$ cat src/sv/tpps_pkg.sv
// ----------------------------------------------------------------------------
// tpps_pkg
// Shared codes and widths for the two-pointer pair-sum block.
// ----------------------------------------------------------------------------
package tpps_pkg;

  localparam int ELEM_W   = 32;
  localparam int SUM_W    = 33;
  localparam int PDATA_W  = 64;
  localparam int PADDR_W  = 4;

  // func codes
  localparam logic [1:0] FUNC_CLEAR    = 2'd0;
  localparam logic [1:0] FUNC_APPEND_A = 2'd1;
  localparam logic [1:0] FUNC_APPEND_B = 2'd2;
  localparam logic [1:0] FUNC_RUN      = 2'd3;

  // register index (byte address / 8)
  localparam logic REG_TARGET_SUM = 1'b0;

  typedef logic signed [ELEM_W-1:0] elem_t;
  typedef logic signed [SUM_W-1:0]  sum_t;

endpackage

$ cat src/sv/two_pointer_pair_sum_top.sv
// ----------------------------------------------------------------------------
// two_pointer_pair_sum_top
// Pair search over two ascending stores A and B: emits each (A[i], B[j]) met by
// the two-pointer walk (i advances on a match) whose exact sum equals target_sum, then one end marker.
// ----------------------------------------------------------------------------
// Clear and append items complete as they are accepted, and in_ready stays high
// for the next item. Each pointer step of a run passes a store read, then an
// add/compare in the shared 33-bit adder; a match or the end marker waits for
// the output to take it, and in_ready stays low until the end marker is loaded.
// Synchronous active-high reset clears counts, target_sum and the sequencer;
// store contents are not cleared.
module two_pointer_pair_sum_top #(
  parameter int DEPTH = 32
) (
  input  logic                            clk,
  input  logic                            rst,
  // input channel
  input  logic                            in_valid,
  output logic                            in_ready,
  input  logic [1:0]                      func,
  input  tpps_pkg::elem_t                 element_value,
  // output channel
  output logic                            out_valid,
  input  logic                            out_ready,
  output tpps_pkg::elem_t                 value_from_a,
  output tpps_pkg::elem_t                 value_from_b,
  output logic                            is_pair,
  output logic                            last,
  // configuration
  input  logic                            psel,
  input  logic                            penable,
  input  logic                            pwrite,
  input  logic [tpps_pkg::PADDR_W-1:0]    paddr,
  input  logic [tpps_pkg::PDATA_W-1:0]    pwdata,
  output logic [tpps_pkg::PDATA_W-1:0]    prdata,
  output logic                            pready
);
  import tpps_pkg::*;

  localparam int CW = $clog2(DEPTH + 1);
  localparam int AW = (DEPTH > 1) ? $clog2(DEPTH) : 1;

  localparam logic [1:0] S_IDLE = 2'd0;
  localparam logic [1:0] S_READ = 2'd1;
  localparam logic [1:0] S_CMP  = 2'd2;
  localparam logic [1:0] S_END  = 2'd3;

  elem_t a_mem [DEPTH];
  elem_t b_mem [DEPTH];

  logic [CW-1:0] count_a;
  logic [CW-1:0] count_b;
  sum_t          target_sum;
  logic [1:0]    state;
  logic [AW-1:0] i;
  logic [AW-1:0] j;
  elem_t         a_q;
  elem_t         b_q;

  logic in_fire;
  logic cfg_write;
  logic can_load;
  logic full_a;
  logic full_b;
  sum_t sum;
  logic gt;
  logic eq;
  logic i_last;
  logic load_pair;
  logic load_end;

  assign in_ready  = (state == S_IDLE);
  assign in_fire   = in_valid && in_ready;
  assign pready    = 1'b1;
  assign cfg_write = psel && penable && pwrite && pready;
  assign prdata    = {{(PDATA_W-SUM_W){1'b0}}, target_sum};
  assign can_load  = !out_valid || out_ready;
  assign full_a    = (count_a == CW'(DEPTH));
  assign full_b    = (count_b == CW'(DEPTH));

  // shared adder / comparator
  assign sum    = sum_t'(a_q) + sum_t'(b_q);
  assign gt     = (sum > target_sum);
  assign eq     = (sum == target_sum);
  assign i_last = ((CW'(i) + CW'(1)) == count_a);

  assign load_pair = (state == S_CMP) && !gt && eq && can_load;
  assign load_end  = (state == S_END) && can_load;

  always_ff @(posedge clk) begin
    if (rst) begin
      target_sum <= '0;
    end else if (cfg_write && (paddr[3] == REG_TARGET_SUM)) begin
      target_sum <= pwdata[SUM_W-1:0];
    end
  end

  // store writes and registered reads
  always_ff @(posedge clk) begin
    if (in_fire && (func == FUNC_APPEND_A) && !full_a) begin
      a_mem[count_a[AW-1:0]] <= element_value;
    end
    if (in_fire && (func == FUNC_APPEND_B) && !full_b) begin
      b_mem[count_b[AW-1:0]] <= element_value;
    end
    if (state == S_READ) begin
      a_q <= a_mem[i];
      b_q <= b_mem[j];
    end
  end

  always_ff @(posedge clk) begin
    if (rst) begin
      count_a   <= '0;
      count_b   <= '0;
      state     <= S_IDLE;
      i         <= '0;
      j         <= '0;
    end else begin
      unique case (state)
        S_IDLE: begin
          if (in_fire) begin
            unique case (func)
              FUNC_CLEAR: begin
                count_a <= '0;
                count_b <= '0;
              end
              FUNC_APPEND_A: begin
                if (!full_a) count_a <= count_a + CW'(1);
              end
              FUNC_APPEND_B: begin
                if (!full_b) count_b <= count_b + CW'(1);
              end
              FUNC_RUN: begin
                i <= '0;
                j <= AW'(count_b - CW'(1));
                if ((count_a == '0) || (count_b == '0)) begin
                  state <= S_END;
                end else begin
                  state <= S_READ;
                end
              end
              default: ;
            endcase
          end
        end
        S_READ: begin
          state <= S_CMP;
        end
        S_CMP: begin
          if (gt) begin
            // B exhausted: no more pairs this run
            if (j == '0) begin
              state <= S_END;
            end else begin
              j     <= j - AW'(1);
              state <= S_READ;
            end
          end else if (!eq || can_load) begin
            if (i_last) begin
              state <= S_END;
            end else begin
              i     <= i + AW'(1);
              state <= S_READ;
            end
          end
        end
        S_END: begin
          if (can_load) begin
            state <= S_IDLE;
          end
        end
        default: state <= S_IDLE;
      endcase
    end
  end

  always_ff @(posedge clk) begin
    if (rst) begin
      out_valid <= 1'b0;
    end else if (load_pair || load_end) begin
      out_valid <= 1'b1;
    end else if (out_ready) begin
      out_valid <= 1'b0;
    end
  end

  // output payload
  always_ff @(posedge clk) begin
    if (load_pair) begin
      value_from_a <= a_q;
      value_from_b <= b_q;
      is_pair      <= 1'b1;
      last         <= 1'b0;
    end else if (load_end) begin
      value_from_a <= '0;
      value_from_b <= '0;
      is_pair      <= 1'b0;
      last         <= 1'b1;
    end
  end

  a_count_range: assert property (@(posedge clk) disable iff (rst)
    (count_a <= CW'(DEPTH)) && (count_b <= CW'(DEPTH)))
    else $error("store count beyond depth");

  a_walk_in_range: assert property (@(posedge clk) disable iff (rst)
    ((state == S_READ) || (state == S_CMP)) |->
      ((CW'(i) < count_a) && (CW'(j) < count_b)))
    else $error("run pointer outside loaded entries");

  a_pair_xor_last: assert property (@(posedge clk) disable iff (rst)
    out_valid |-> (is_pair != last))
    else $error("result is neither a single pair nor an end marker");

  a_marker_zero: assert property (@(posedge clk) disable iff (rst)
    (out_valid && last) |-> ((value_from_a == '0) && (value_from_b == '0)))
    else $error("end marker carries nonzero values");

  a_counts_held: assert property (@(posedge clk) disable iff (rst)
    (state != S_IDLE) |=> ($stable(count_a) && $stable(count_b)))
    else $error("counts changed during a run");

endmodule
$ cat config.mk
export PLATFORM = sky130hd
export DESIGN_NAME = two_pointer_pair_sum_top
export DESIGN_NICKNAME = d
export VERILOG_FILES = /design/src/sv/tpps_pkg.sv /design/src/sv/two_pointer_pair_sum_top.sv
export SDC_FILE = /design/constraint.sdc
export NUM_CORES = 2
export LEC_CHECK = 0
export BUFFER_PORTS_ARGS = -buffer_cell sky130_fd_sc_hd__clkbuf_2
export CELL_PAD_IN_SITES_DETAIL_PLACEMENT = 1
export CELL_PAD_IN_SITES_GLOBAL_PLACEMENT = 2
export CORE_MARGIN = 4
export CORE_UTILIZATION = 54
export DETAILED_ROUTE_END_ITERATION = 7
export GPL_ROUTABILITY_DRIVEN = 1
export GPL_TIMING_DRIVEN = 0
export PLACE_DENSITY_LB_ADDON = 0.1
export SLEW_MARGIN = 10
export SYNTH_ARGS = -nofsm -noshare
export SYNTH_HDL_FRONTEND = slang
export SYNTH_SLANG_ARGS = --single-unit
$ cat constraint.sdc
create_clock -name clk -period 13.8 [get_ports clk]
set_clock_uncertainty 0.15 [all_clocks]
set_input_delay 2.07 -clock clk [delete_from_list [all_inputs] [get_ports clk]]
set_output_delay 2.07 -clock clk [all_outputs]
set_load 0.01 [all_outputs]
==> impl_metrics.tcl <==
set metrics [dict create \
    outcome "finished, final reports clean" \
    cp_max_fo 10 \
    tritoncts "built" \
    core_area_um2 161000 \
    yosysWarnings 0 \
    yosys.area_share.simple_pct 2.44 \
    dp.final_hpwl_um 166000 \
    synth.ff_latch_count 2236 \
    drt_pass1_iterations 5 \
    power_leakage_nw 31.0 \
    wirelength_um 244000 \
    die_y_um 411 \
    finalHoldViolCount 0 \
    viasPerCell 6.50 \
    dp_cells 6427 \
    cp-start-kind "register" \
    crit_path_end_kind "register" \
    ff2ff_path_depth 19 \
    synth_compound_area_share_pct 1.47 \
    track_usage_pct 29.5 \
    grt_pass1_wl_um 348000 \
    nNetsFinal 4677 \
    stdcell_area_um2 100000 \
    worst-r2r-setup-slack_ns 5.96 \
    grt_max_degree 65 \
    dieArea_um2 169000 \
    synth-xor-area-share_pct 0.389 \
    worst_slew_pin_slew_ns 1.36 \
    fin_cells 6837 \
    start_util_pct 54.5 \
    io_buffers 174 \
    die_w_um 411 \
    wl_per_cell_um 35.7 \
    synthAdderAreaFrac_pct 1.09 \
    slew_violations 0 \
    whs_ns 0.333 \
    period_needed_ns 7.84 \
    cp.required_ns 14.28 \
    grt_setup_unrepaired "false" \
    areaGrowthSynthToFinish_pct 14.5 \
    antenna_left 0 \
    post-cts-setup-buffers 0 \
    critPathArrivalTime_ns 8.32 \
    max_stage_delay_ns 1.12 \
    synth_mux_area_share_pct 17.3 \
    dr_total_vias 44400 \
    cp-endpoint "value_from_a[19]" \
    fin_util_pct 62.4 \
    drc_errors 0 \
    synthCells 3981 \
    cts.clk_slew.worst_paths_ns 0.06 \
    ios 242 \
    cts_buffers 220 \
    slew_headroom_pct 8.65 \
    cts-root-buf "clkbuf_16" \
    synth-async-reset-ratio_pct 0 \
    slowest_stage "a211oi_1" \
    synth_sequential_area_ratio_pct 75.9 \
    synth_area_um2 87700 \
    cts_sinks 2236 \
    r2r_start "b_q[0]" \
    postSynthAreaPerCell_um2 22.0 \
    critPathLaunch "b_q[0]" \
    path_class "reg -> reg" \
    ys_types 74 \
    overflow 0 \
    fmax_mhz 127 \
    power_mw 16.6 \
    setup_viol 0 \
    cts_resized 0 \
    r2r_end "value_from_a[19]" \
    path_cells "ha_1 > inv_1 > fa_1 > nor2b_1 > o31a_1 > nor2_1 > o21ai_1 > a211oi_1 > nor3_1 > o21ai_0 > or3b_2 > ha_1 > nand4_4 > nor4_1 > and3_1 > and3_1 > buf_1 > clkbuf_1 > and2_1" \
    h-tree-depth 4 \
    grt_pass1_vias 45900 \
    vdd.ir_drop.worst_mv 0.126 \
    final_common_cell "edfxtp_1" \
    synth_top_family_by_area "multiplexers" \
    fin_crit_sh_pct 56.8 \
    place_congestion 0.832 \
    most-common-layout-cells "2176 x edfxtp_1, 640 x mux4_2, 222 x clkbuf_16" \
    clk_path_buf_depth 3 \
    synth_flop_cell "edfxtp_1" \
    drive_above_1_share_pct 30.3 \
    max_cap_viol_count 0 \
    num_rows 147 \
    hold_path_class "reg -> reg" \
    powerDensity_nw_per_um2 165 \
    first_iter_violations 6626 \
    antenna_found_initial 6 \
    synth_edf_count 2176 \
    dpl_cell_area_um2 93500 \
    cts_hold_buf 0 \
    insertion_delay_ns 0.86 \
]
-- worst max-delay path, delay by kind of cell (launching register included) --
kind            cells  cell delay (ns)
simple gates        9             2.77
compound gates      4             2.00
buf+inv             3             1.39
fa+ha+maj           3             0.82
flops               1             0.44
-- worst min path at each step --
stage	endpoint	cells after the start	start	slack [ns]
after floorplan	count_b[5]	2	count_b[5]	0.31
after global placement	last	2	last	0.31
after detailed placement	target_sum[1]	2	target_sum[1]	0.32
after CTS	target_sum[1]	2	target_sum[1]	0.33
after global routing	target_sum[1]	2	target_sum[1]	0.35
final	last	2	last	0.33
-- flip-flops by register name, indices dropped and copies added, names as in the netlist --
name          count
i                 5
a_q              32
count_b           6
count_a           6
target_sum       33
j                 5
is_pair           1
value_from_a     32
out_valid         1
b_mem          1024
value_from_b     32
b_q              32
last              1
a_mem          1024
state             2
-- cell type report --
| class | instances | area, µm² |
|---|---|---|
| well taps | 2160 | 2700 |
| repair buffers | 259 | 2490 |
| clock buffers | 270 | 5740 |
| plain buffers | 229 | 1030 |
| flip-flops and latches | 2236 | 66500 |
| multi-input cells | 1484 | 20600 |
| diodes | 1 | 2.50 |
| fillers | 13000 | 60500 |
| inverters | 62 | 233 |
| clock inverters | 136 | 1170 |
-- cells in the mapped netlist (32+ instances only) --
master    number  area, µm²
buf_1         39        146
clkbuf_1     140        526
and2_1        67        419
o21ai_0       33        165
dfxtp_1       60       1200
nand2_1      115        432
nor2_1       112        420
inv_1         62        233
a21oi_1       86        430
buf_4         32        240
ha_1          75        938
mux2_2        66        743
mux4_2       640      14400
edfxtp_1    2176      65300
-- metrics by stage --
stage	TNS [ns]	worst slack (ns)
after floorplan	0	4.85
after global placement	-28.00	-0.475
after detailed placement	0	6.34
after CTS	0	6.33
after global routing	0	5.80
final	0	5.96
-- report_power, final --
part / internal (mW) / leakage, nW / total [mW] / switching (mW)
Clock: 3.26 / 3.36 / 5.81 / 2.55
Sequential: 7.55 / 20.0 / 7.61 / 0.0574
Combinational: 1.37 / 7.64 / 3.14 / 1.78
Total: 12.2 / 31.0 / 16.6 / 4.39
-- layer usage --
layer / global-route usage [%] / vias up / wire length [µm]
met2: 42.6 / 2472 / 109000
met5: 0 / - / 13
met4: 6.77 / 2 / 5330
li1: - / 17600 / -
met3: 7.67 / 299 / 27000
met1: 45.9 / 24000 / 103000
-- kinds of logic (layout without fill, tap and decap cells) --
logic type,after synthesis,count (layout)
compound gates,203,203
xor+xnor,39,39
fa+ha+maj,76,76
buf+inv,291,956
flops,2236,2236
mux,710,710
other cells,2,33
simple gates,424,424
No activity file was read; power rests on OpenSTA's default activity.
